$ cat src/sv/assert_macros.svh
// Assertion helpers included by stable_sorted_priority_queue.sv.
`ifndef ASSERT_MACROS_SVH
`define ASSERT_MACROS_SVH

`ifndef NO_ASSERTIONS

`define CHK_ALWAYS(lbl, clk, rst, prop, msg) \
   lbl: assert property (@(posedge clk) disable iff (rst) (prop)) else $error(msg);

`define CHK_IMPLY_NEXT(lbl, clk, rst, ante, cons, msg) \
   lbl: assert property (@(posedge clk) disable iff (rst) (ante) |=> (cons)) else $error(msg);

`else

`define CHK_ALWAYS(lbl, clk, rst, prop, msg)

`define CHK_IMPLY_NEXT(lbl, clk, rst, ante, cons, msg)

`endif

`endif

$ cat src/sv/sspq_pkg.sv
`timescale 1ns / 1ps

package sspq_pkg;

   localparam int CAPACITY   = 16;
   localparam int LEVEL_BITS = 16;

   // Width of the level field on the ports.
   localparam int LEVEL_FIELD_BITS = 16;
   localparam int PAYLOAD_BITS     = 32;
   localparam int OCC_BITS         = 5;

   // A level is kept at most as wide as the field it comes from.
   localparam int STORE_LEVEL_BITS =
      (LEVEL_BITS < LEVEL_FIELD_BITS) ? LEVEL_BITS : LEVEL_FIELD_BITS;

   localparam int COUNT_BITS = $clog2(CAPACITY + 1);

   localparam logic KIND_INSERT = 1'b0;
   localparam logic KIND_REMOVE = 1'b1;

   typedef enum logic [1:0] {
      STATUS_DONE  = 2'd0,
      STATUS_EMPTY = 2'd1,
      STATUS_FULL  = 2'd2
   } status_type;

   typedef struct packed {
      logic [PAYLOAD_BITS-1:0]            payload;
      logic signed [STORE_LEVEL_BITS-1:0] level;
   } entry_type;

   // Command broadcast to every cell of the chain in the same cycle.
   typedef struct packed {
      logic      insert;
      logic      remove;
      entry_type fresh;
   } cell_cmd_type;

endpackage

$ cat src/sv/sspq_cell.sv
`timescale 1ns / 1ps

module sspq_cell (
   input  logic                  clock,
   input  sspq_pkg::cell_cmd_type cmd,
   input  logic                  valid,
   input  logic                  left_place,
   input  sspq_pkg::entry_type   left_entry,
   input  sspq_pkg::entry_type   right_entry,
   output logic                  place,
   output sspq_pkg::entry_type   entry
);
   import sspq_pkg::*;

   entry_type entry_ff;
   entry_type entry_in;

   // The new entry belongs at or before this cell when the cell is empty or
   // holds a strictly greater level. Equal levels stay ahead for stability.
   assign place = !valid || (entry_ff.level > cmd.fresh.level);

   always_comb begin
      entry_in = entry_ff;
      if (cmd.remove) begin
         entry_in = right_entry;
      end else if (cmd.insert && place) begin
         entry_in = left_place ? left_entry : cmd.fresh;
      end
   end

   always_ff @(posedge clock) begin
      entry_ff <= entry_in;
   end

   assign entry = entry_ff;

endmodule

$ cat src/sv/stable_sorted_priority_queue.sv
`timescale 1ns / 1ps
// Sorted priority queue with stable ordering among equal levels.
// Request channel (req_): kind selects insert or remove; payload and level
// carry the entry on insert and are ignored on remove.
// Response channel (rsp_): one transaction per request, with a status, the
// removed entry (zero unless a remove succeeded) and the occupancy after
// the operation.
// Entries sit in a chain of cells ordered by level. On insert every cell
// compares its level with the new one and either holds, takes its left
// neighbor, or takes the new entry; on remove every cell but the last takes
// its right neighbor and the last holds. All cells change in the same cycle.
// The response is valid in the cycle after request acceptance, and one
// request is taken every cycle while the response side keeps up.
// When the receiver stalls, the response register holds and req_ready
// drops until the pending response is taken.
// Reset empties the queue at once; no clearing pass is needed.
module stable_sorted_priority_queue (
   input  logic                                          clock,
   input  logic                                          reset,
   input  logic                                          req_valid,
   output logic                                          req_ready,
   input  logic                                          req_kind,
   input  logic signed [sspq_pkg::PAYLOAD_BITS-1:0]      req_payload,
   input  logic signed [sspq_pkg::LEVEL_FIELD_BITS-1:0]  req_level,
   output logic                                          rsp_valid,
   input  logic                                          rsp_ready,
   output logic [1:0]                                    rsp_status,
   output logic signed [sspq_pkg::PAYLOAD_BITS-1:0]      rsp_removed_payload,
   output logic signed [sspq_pkg::LEVEL_FIELD_BITS-1:0]  rsp_removed_level,
   output logic [sspq_pkg::OCC_BITS-1:0]                 rsp_occupancy
);
   import sspq_pkg::*;

   logic                    accept;
   logic                    full;
   logic                    empty;
   cell_cmd_type            cmd;
   logic [CAPACITY-1:0]     cell_valid;
   logic [CAPACITY-1:0]     cell_place;
   entry_type               cell_entry [CAPACITY];

   logic [COUNT_BITS-1:0]   count_ff;
   logic [COUNT_BITS-1:0]   count_in;
   logic                    rsp_valid_ff;
   logic                    rsp_valid_in;
   status_type              status_ff;
   status_type              status_in;
   logic [PAYLOAD_BITS-1:0] payload_ff;
   logic [PAYLOAD_BITS-1:0] payload_in;
   logic [LEVEL_FIELD_BITS-1:0] level_ff;
   logic [LEVEL_FIELD_BITS-1:0] level_in;
   logic [COUNT_BITS+OCC_BITS-1:0] occ_wide;

   assign req_ready = !rsp_valid_ff || rsp_ready;
   assign accept    = req_valid && req_ready;
   assign full      = (count_ff == COUNT_BITS'(CAPACITY));
   assign empty     = (count_ff == '0);

   always_comb begin
      cmd.insert        = accept && (req_kind == KIND_INSERT) && !full;
      cmd.remove        = accept && (req_kind == KIND_REMOVE) && !empty;
      cmd.fresh.payload = req_payload;
      cmd.fresh.level   = req_level[STORE_LEVEL_BITS-1:0];
   end

   for (genvar i = 0; i < CAPACITY; i++) begin : g_cell
      assign cell_valid[i] = (COUNT_BITS'(i) < count_ff);

      if (i == 0) begin : g_head
         sspq_cell u_cell (
            .clock       (clock),
            .cmd         (cmd),
            .valid       (cell_valid[i]),
            .left_place  (1'b0),
            .left_entry  (cmd.fresh),
            .right_entry (cell_entry[(i + 1) % CAPACITY]),
            .place       (cell_place[i]),
            .entry       (cell_entry[i])
         );
      end else if (i == CAPACITY - 1) begin : g_tail
         sspq_cell u_cell (
            .clock       (clock),
            .cmd         (cmd),
            .valid       (cell_valid[i]),
            .left_place  (cell_place[i-1]),
            .left_entry  (cell_entry[i-1]),
            .right_entry (cell_entry[i]),
            .place       (cell_place[i]),
            .entry       (cell_entry[i])
         );
      end else begin : g_mid
         sspq_cell u_cell (
            .clock       (clock),
            .cmd         (cmd),
            .valid       (cell_valid[i]),
            .left_place  (cell_place[i-1]),
            .left_entry  (cell_entry[i-1]),
            .right_entry (cell_entry[i+1]),
            .place       (cell_place[i]),
            .entry       (cell_entry[i])
         );
      end
   end

   always_comb begin
      count_in     = count_ff;
      rsp_valid_in = rsp_valid_ff && !rsp_ready;
      status_in    = status_ff;
      payload_in   = payload_ff;
      level_in     = level_ff;
      if (cmd.insert) begin
         count_in = count_ff + COUNT_BITS'(1);
      end else if (cmd.remove) begin
         count_in = count_ff - COUNT_BITS'(1);
      end
      if (accept) begin
         rsp_valid_in = 1'b1;
         status_in    = STATUS_DONE;
         payload_in   = '0;
         level_in     = '0;
         if (req_kind == KIND_INSERT) begin
            if (full) begin
               status_in = STATUS_FULL;
            end
         end else if (empty) begin
            status_in = STATUS_EMPTY;
         end else begin
            payload_in = cell_entry[0].payload;
            level_in   = LEVEL_FIELD_BITS'(cell_entry[0].level);
         end
      end
   end

   always_ff @(posedge clock) begin
      if (reset) begin
         count_ff     <= '0;
         rsp_valid_ff <= 1'b0;
      end else begin
         count_ff     <= count_in;
         rsp_valid_ff <= rsp_valid_in;
      end
      status_ff  <= status_in;
      payload_ff <= payload_in;
      level_ff   <= level_in;
   end

   // The occupancy field shows the count modulo its width.
   assign occ_wide            = (COUNT_BITS+OCC_BITS)'(count_ff);
   assign rsp_valid           = rsp_valid_ff;
   assign rsp_status          = status_ff;
   assign rsp_removed_payload = payload_ff;
   assign rsp_removed_level   = level_ff;
   assign rsp_occupancy       = occ_wide[OCC_BITS-1:0];

`include "assert_macros.svh"

   `CHK_ALWAYS(a_count_bound, clock, reset,
      count_ff <= COUNT_BITS'(CAPACITY), "count above capacity")
   `CHK_IMPLY_NEXT(a_accept_gives_rsp, clock, reset,
      accept, rsp_valid_ff, "no response after request")
   `CHK_ALWAYS(a_fail_zero, clock, reset,
      !(rsp_valid_ff && status_ff != STATUS_DONE) || (payload_ff == '0 && level_ff == '0),
      "failed transaction carries data")
   `CHK_IMPLY_NEXT(a_remove_count, clock, reset,
      cmd.remove, count_ff == $past(count_ff) - COUNT_BITS'(1), "remove did not shrink queue")

endmodule

$ cat config.mk
export PLATFORM = sky130hd
export DESIGN_NAME = stable_sorted_priority_queue
export DESIGN_NICKNAME = d
export VERILOG_FILES = /design/src/sv/sspq_pkg.sv /design/src/sv/sspq_cell.sv /design/src/sv/stable_sorted_priority_queue.sv
export VERILOG_INCLUDE_DIRS = /design/src /design/src/sv
export SDC_FILE = /design/constraint.sdc
export NUM_CORES = 2
export LEC_CHECK = 0
export ABC_AREA = 1
export BUFFER_PORTS_ARGS = -buffer_cell sky130_fd_sc_hd__buf_2
export CELL_PAD_IN_SITES_DETAIL_PLACEMENT = 0
export CELL_PAD_IN_SITES_GLOBAL_PLACEMENT = 2
export CORE_UTILIZATION = 42
export DETAILED_ROUTE_END_ITERATION = 7
export PLACE_DENSITY = 0.94
export SYNTH_ARGS = -nofsm -noshare
export SYNTH_HDL_FRONTEND = slang
export SYNTH_SLANG_ARGS = --single-unit
$ cat constraint.sdc
create_clock -name clock -period 12.19 [get_ports clock]
set_input_delay 0.6095 -clock clock [delete_from_list [all_inputs] [get_ports clock]]
set_output_delay 0.6095 -clock clock [all_outputs]
set_load 0.05 [all_outputs]
# Word level (Yosys, flattened, before mapping)

Cells that the tools add are included.

Register bits: 824
Output and inout port bits: 57

Add/sub/neg operators: 2
Order comparisons: 32
Equality and inequality tests: 1
Muxes and demuxes: 51
Bitwise gates (word level): 2
Reductions and logical operators: 78

Operator list:

| cell                                                                 | number |
|---|---|
| 48-bit two-way mux                                                   | 45 |
| 16-bit > comparator                                                  | 16 |
| 4-bit by 5-bit < comparator with 1-bit output (first input constant) | 8 |
| 2-bit nonzero test                                                   | 16 |
| 1-bit logical AND                                                    | 22 |
| 1-bit zero test                                                      | 20 |
| 3-bit by 5-bit < comparator with 1-bit output (first input constant) | 4 |
| 1-bit logical OR                                                     | 17 |
| 1-bit by 5-bit < comparator with 1-bit output (first input constant) | 2 |
| 2-bit by 5-bit < comparator with 1-bit output (first input constant) | 2 |
| 5-bit two-way mux                                                    | 2 |
| 5-bit by 1-bit adder with 5-bit output (second input constant)       | 1 |
| 5-bit equality test (second input constant)                          | 1 |
| 5-bit zero test                                                      | 1 |
| 5-bit by 1-bit subtractor with 5-bit output (second input constant)  | 1 |
| 2-bit two-way mux                                                    | 2 |
| 1-bit two-way mux                                                    | 2 |
| 1-bit inverter                                                       | 2 |
| 2-bit AND reduction                                                  | 1 |
| 2-bit OR reduction                                                   | 1 |

# Logic depth before layout (Yosys ltp)

Depth after elaboration: 8
Depth in mapped cells: 20

# Cells and area by module

A second synthesis with hierarchy kept.

Cell total of the unflattened synthesis: 5796
Area, all modules: 48631.6 µm²

Modules (own cells, without submodules):

| module                                   | instances | cells each | area an instance (µm²) |
|---|---|---|---|
| sspq_cell at g_cell[0].g_head.u_cell ... | 10        | 344        | 2881.5 |
| sspq_cell at g_cell[5].g_mid.u_cell ...  | 5         | 349        | 2871.5 |
| sspq_cell at g_cell[12].g_mid.u_cell     | 1         | 343        | 2862.7 |
| stable_sorted_priority_queue             | 1         | 268        | 2596.2 |

# Worst setup path before layout

No wires, ideal clock.

Path kind: input-to-reg
Start: in rsp_ready
End: reg g_cell[0].g_head.u_cell.entry_ff, in the netlist g_cell[0].g_head.u_cell.entry[0], enable pin
Setup time: 482 ps
Data arrival time: 5510 ps
Data required time: 11708 ps
Slack: 6198 ps
Cell stages on the path: 9
Buffers on the path: 1
Cell sequence: inv_1 > nand2_1 > nand2_1 > inv_1 > nand3_1 > inv_1 > nor2_1 > buf_2 > a31oi_1

Word-level cells in the longest chain between the ends: 6
Elaborated cells between the ends (all ways): 8
Classes of those cells: reduce/logical (8)

Ends and longest elaborated chain:

| what                                    | RTL line                           | RTL |
|---|---|---|
| start, declared                         | stable_sorted_priority_queue.sv:26 | `input logic rsp_ready,` |
| 1-bit logical OR (*)                    | stable_sorted_priority_queue.sv:54 | `assign req_ready = !rsp_valid_ff \|\| rsp_ready;` |
| named net req_ready                     | stable_sorted_priority_queue.sv:21 | `output logic req_ready,` |
| 1-bit logical AND (*)                   | stable_sorted_priority_queue.sv:55 | `assign accept = req_valid && req_ready;` |
| named net accept                        | stable_sorted_priority_queue.sv:34 | `logic accept;` |
| 1-bit logical AND (2 in series)         | stable_sorted_priority_queue.sv:60 | `cmd.insert = accept && (req_kind == KIND_INSERT) && !full;` |
| 1-bit logical AND                       | sspq_cell.sv:26                    | `end else if (cmd.insert && place) begin` |
| 2-bit nonzero test (no source line) (*) | --                                 |  |
| end signal, assigned                    | sspq_cell.sv:32                    | `entry_ff <= entry_in;` |
| end, declared                           | sspq_cell.sv:15                    | `entry_type entry_ff;` |

Mark *: on every way through the listed nets, which the timed path passes. The rest lies on a longest branch.
A chain may end at the register's enable or synchronous reset.

# Worst setup path in the final report

Start: reg count_ff[4] (netlist: rsp_occupancy[4])
End: reg count_ff[3] (netlist: rsp_occupancy[3])

Word-level cells in the longest chain between the ends: 4
Elaborated cells between the ends (all ways): 8
Classes of those cells: eq/ne (1); mux (1); reduce/logical (6)

Ends and longest elaborated chain:

| what                                                           | RTL line                                                               | RTL |
|---|---|---|
| start, declared                                                | stable_sorted_priority_queue.sv:42                                     | `logic [COUNT_BITS-1:0] count_ff;` |
| start signal, assigned                                         | stable_sorted_priority_queue.sv:139                                    | `count_ff <= count_in;` |
| 5-bit equality test / 5-bit zero test (equally long branches)  | stable_sorted_priority_queue.sv:56, stable_sorted_priority_queue.sv:57 |  |
| 1-bit zero test, on equally long branches                      | stable_sorted_priority_queue.sv:60, stable_sorted_priority_queue.sv:61 |  |
| 1-bit logical AND, on equally long branches                    | stable_sorted_priority_queue.sv:60, stable_sorted_priority_queue.sv:61 |  |
| 5-bit two-way mux / 2-bit nonzero test (equally long branches) | --                                                                     |  |

Parallel ways exist; a longest one is shown, timed or not.

==> impl_metrics.ini <==
[outcome]
outcome = finished, final reports clean

[clock_network]
cts_repair_resize_count = 0
clock_path_buffers = 3
cts_made_buffers = 93
clock_tree.root_cell = clkbuf_16
clock_input_transition_at_the_sequential_cells_of_the_worst_setup_and_hold_paths_ps = 60
cts_hold_buf = 0
postCtsSetupBuffers = 0
clock-sinks = 824
cts_tree = built
clk-insertion-delay-late_ps = 690
cts.htree.levels = 3

[yosys]
syn_area_sq_um = 51500
yosys.cell_types.count = 36
syn-mean-instance-area_sq_um = 7.78
synthesis.nets = 6931
yosys_most_used_dff = edfxtp_1
postSynthCellCount = 6619
ys_seq_elements = 824
synth_enable_flop_cells = 818
synthArstFlopShare = 0
synthesis.yosys.warnings = 0
synth-seq-area-share = 0.479

[timing]
slew_headroom = 0.230
setup_violations = 0
final-max-slew-violation-count = 0
final_hold_violation_count = 0
fmax_ghz = 0.177
final.setup.tns_ps = 0
final.setup_skew_ps = 22.1
fin_hold_ws_ps = 140
worstMarginPinSlew_ps = 1160
period_share = 0.463
final.min_clock_period_ps = 5640
grt_setup_unrepaired = no

[cells_and_area]
fin_nets = 6789
diodes = 0
final_layout_size_suffix_gt1_frac = 0.0585
area_delta_synth_final_pct = 8.71

[critical_path]
timing.critical_path.required_ps = 12760
worst_path_most_repeated_cell = buf_4
worstPathArrival_ps = 6210
path_cells = inv_2 -> nand2_4 -> nor2_2 -> nand2_1 -> nand2_2 -> buf_4 -> nor2_4 -> buf_4 -> buf_4 -> buf_4 -> buf_12 -> o21ai_0 -> o21ai_0 -> a21oi_1
nature_of_the_critical_path_startpoint = flop
critical_path.endpoint_type = flop
path_max_fanout = 198
cp_slowest_cell = buf_4
critPathKind = flop to flop
max_stage_delay_ps = 730

[floorplan]
fp-row-count = 128
io_pins = 110
die_h_microns = 352
die_area_sq_um = 124000
die_x_microns = 352
placeableCoreArea_sq_um = 122000
initial_core_util = 0.423

[route]
detail_route.iter0.violations = 3411
detail_route.drc_violations = 0
wl_per_cell_microns = 16.6
num_vias = 40700
detail-route-antenna-nets = 0
postRouteWirelength_microns = 135000
drt_pass1_iterations = 6
drt-vias-per-instance = 4.98

[grt]
grt_total_ovfl = 0
vias_in_the_first_global_route = 39900
grt_total_usage = 0.216
grt_max_degree = 199
number_of_antenna_violations_at_the_first_check_in_global_routing = 0
grt_first_pass_wirelength_microns = 222000

[job]
max_cap_violations = 0

[power]
power_density_nw_per_um2 = 173
peakVddDrop_mv = 0.101
power.leakage_nw = 26.7

[place]
port_buffers = 109
hpwl_microns = 91300
routabilityCongestion = 0.811

[worst_hold_path]
min_path_type = input pin to flop
state kept, by name, indices dropped and copies added (netlist names):
signal	count
g_cell.g_head.u_cell.entry	48
g_cell.g_mid.u_cell.entry	672
g_cell.g_tail.u_cell.entry	48
rsp_occupancy	5
rsp_removed_level	16
rsp_removed_payload	32
rsp_status	2
rsp_valid	1
Yosys cell counts (7+ instances only):
library cell / instances / area share
o21ai_0: 122 / 0.012
nand2_1: 2432 / 0.18
clkinv_1: 15 / 0.0011
nand3_1: 1396 / 0.14
a21o_1: 8 / 0.0012
a31oi_1: 16 / 0.0019
nand3_2: 7 / 0.0014
inv_1: 817 / 0.060
a21oi_1: 99 / 0.0096
o21a_1: 9 / 0.0013
nor2_1: 130 / 0.0095
nand4_1: 9 / 0.0011
clkbuf_1: 173 / 0.013
buf_2: 206 / 0.020
ha_1: 259 / 0.063
buf_1: 10 / 0.00073
buf_4: 35 / 0.0051
edfxtp_1: 818 / 0.48
buf_6: 12 / 0.0026
layout make-up:
type | count | area (sq um)
Tap cell | 1625 | 2030
Timing Repair Buffer | 199 | 1260
Multi-Input combinational cell | 4521 | 21900
Clock inverter | 50 | 515
Inverter | 838 | 3150
Sequential cell | 824 | 24700
Fill cell | 12200 | 65700
Clock buffer | 115 | 2440
cell families (layout without fill, tap and decap cells):
logic type,count (synthesis),count (layout),share of synthesized area
and+or+nand+nor,3991,3991,0.328
DFF,824,824,0.479
AOI/OAI and AO/OA,270,270,0.0280
buffers and inverters,1274,1202,0.102
adders and majority gates,259,259,0.0629
xor gates and xnor gates,1,1,0.000170
cell usage in the layout (no fill, tap or decap), types with 4 or more instances in the layout:
| master | instances |
|---|---|
| buf_4 | 87 |
| o21ai_0 | 122 |
| clkbuf_1 | 20 |
| nor2_1 | 129 |
| nand2_1 | 2425 |
| nand3_2 | 11 |
| inv_2 | 6 |
| nor4_2 | 6 |
| o21ai_4 | 6 |
| o21a_1 | 9 |
| nand3_1 | 1392 |
| clkbuf_16 | 94 |
| clkinv_1 | 34 |
| nor3_1 | 4 |
| bufinv_16 | 9 |
| dfxtp_1 | 6 |
| clkinv_2 | 16 |
| edfxtp_1 | 818 |
| inv_1 | 816 |
| a21oi_1 | 98 |
| a31oi_4 | 15 |
| o21bai_1 | 6 |
| a21o_1 | 8 |
| nand2_2 | 8 |
| ha_1 | 259 |
| buf_2 | 109 |
| nand4_1 | 9 |
metal layers:
| layer | share of wire | up-vias | GRT usage | routed length, microns |
|---|---|---|---|---|
| met2 | 0.44 | 937 | 0.341 | 59800 |
| met3 | 0.054 | 126 | 0.0282 | 7260 |
| li1 | - | 21300 | - | - |
| met5 | 0 | - | 0 | 0 |
| met1 | 0.49 | 18400 | 0.314 | 66300 |
| met4 | 0.015 | 0 | 0.0465 | 2100 |
metrics by stage:
step / std cells / cell area, sq um / setup WS, ps / utilization / total power [mW]
finish: 8172 / 56000 / 6550 / 0.460 / 9.66
global route: 8172 / 56000 / 5980 / 0.460 / 10.3
CTS: 8172 / 56000 / 6590 / 0.460 / 9.75
detailed placement: 8007 / 53000 / 6600 / 0.436 / 6.92
global placement: 8007 / 53000 / 6640 / 0.436 / 6.86
floorplan: 6619 / 51500 / 6200 / - / 6.18
final timing paths:
kind | from | end | slack (ps) | cells after the start
max | rsp_occupancy[4]$_SDFFE_PP0P_ | rsp_occupancy[3]$_SDFFE_PP0P_ | 6550 | 14
min | reset | rsp_valid$_SDFF_PP0_ | 140 | 2
max reg2reg | rsp_occupancy[4]$_SDFFE_PP0P_ | rsp_occupancy[3]$_SDFFE_PP0P_ | 6550 | 14
min reg2reg | rsp_valid$_SDFF_PP0_ | rsp_valid$_SDFF_PP0_ | 500 | 2
report_power, final:
part / internal, mW / switching [mW] / total, mW
Sequential: 3.85 / 0.261 / 4.11
Clock: 1.61 / 1.20 / 2.81
Combinational: 0.792 / 1.95 / 2.74
worst max-delay path, delay by kind of cell, from the launching register on:
kind,cells,cell delay (ps)
and+or+nand+nor,5,1180
AOI/OAI and AO/OA,3,520
buffers and inverters,6,3140
DFF,1,440
Power figures use the tool's default switching activity.
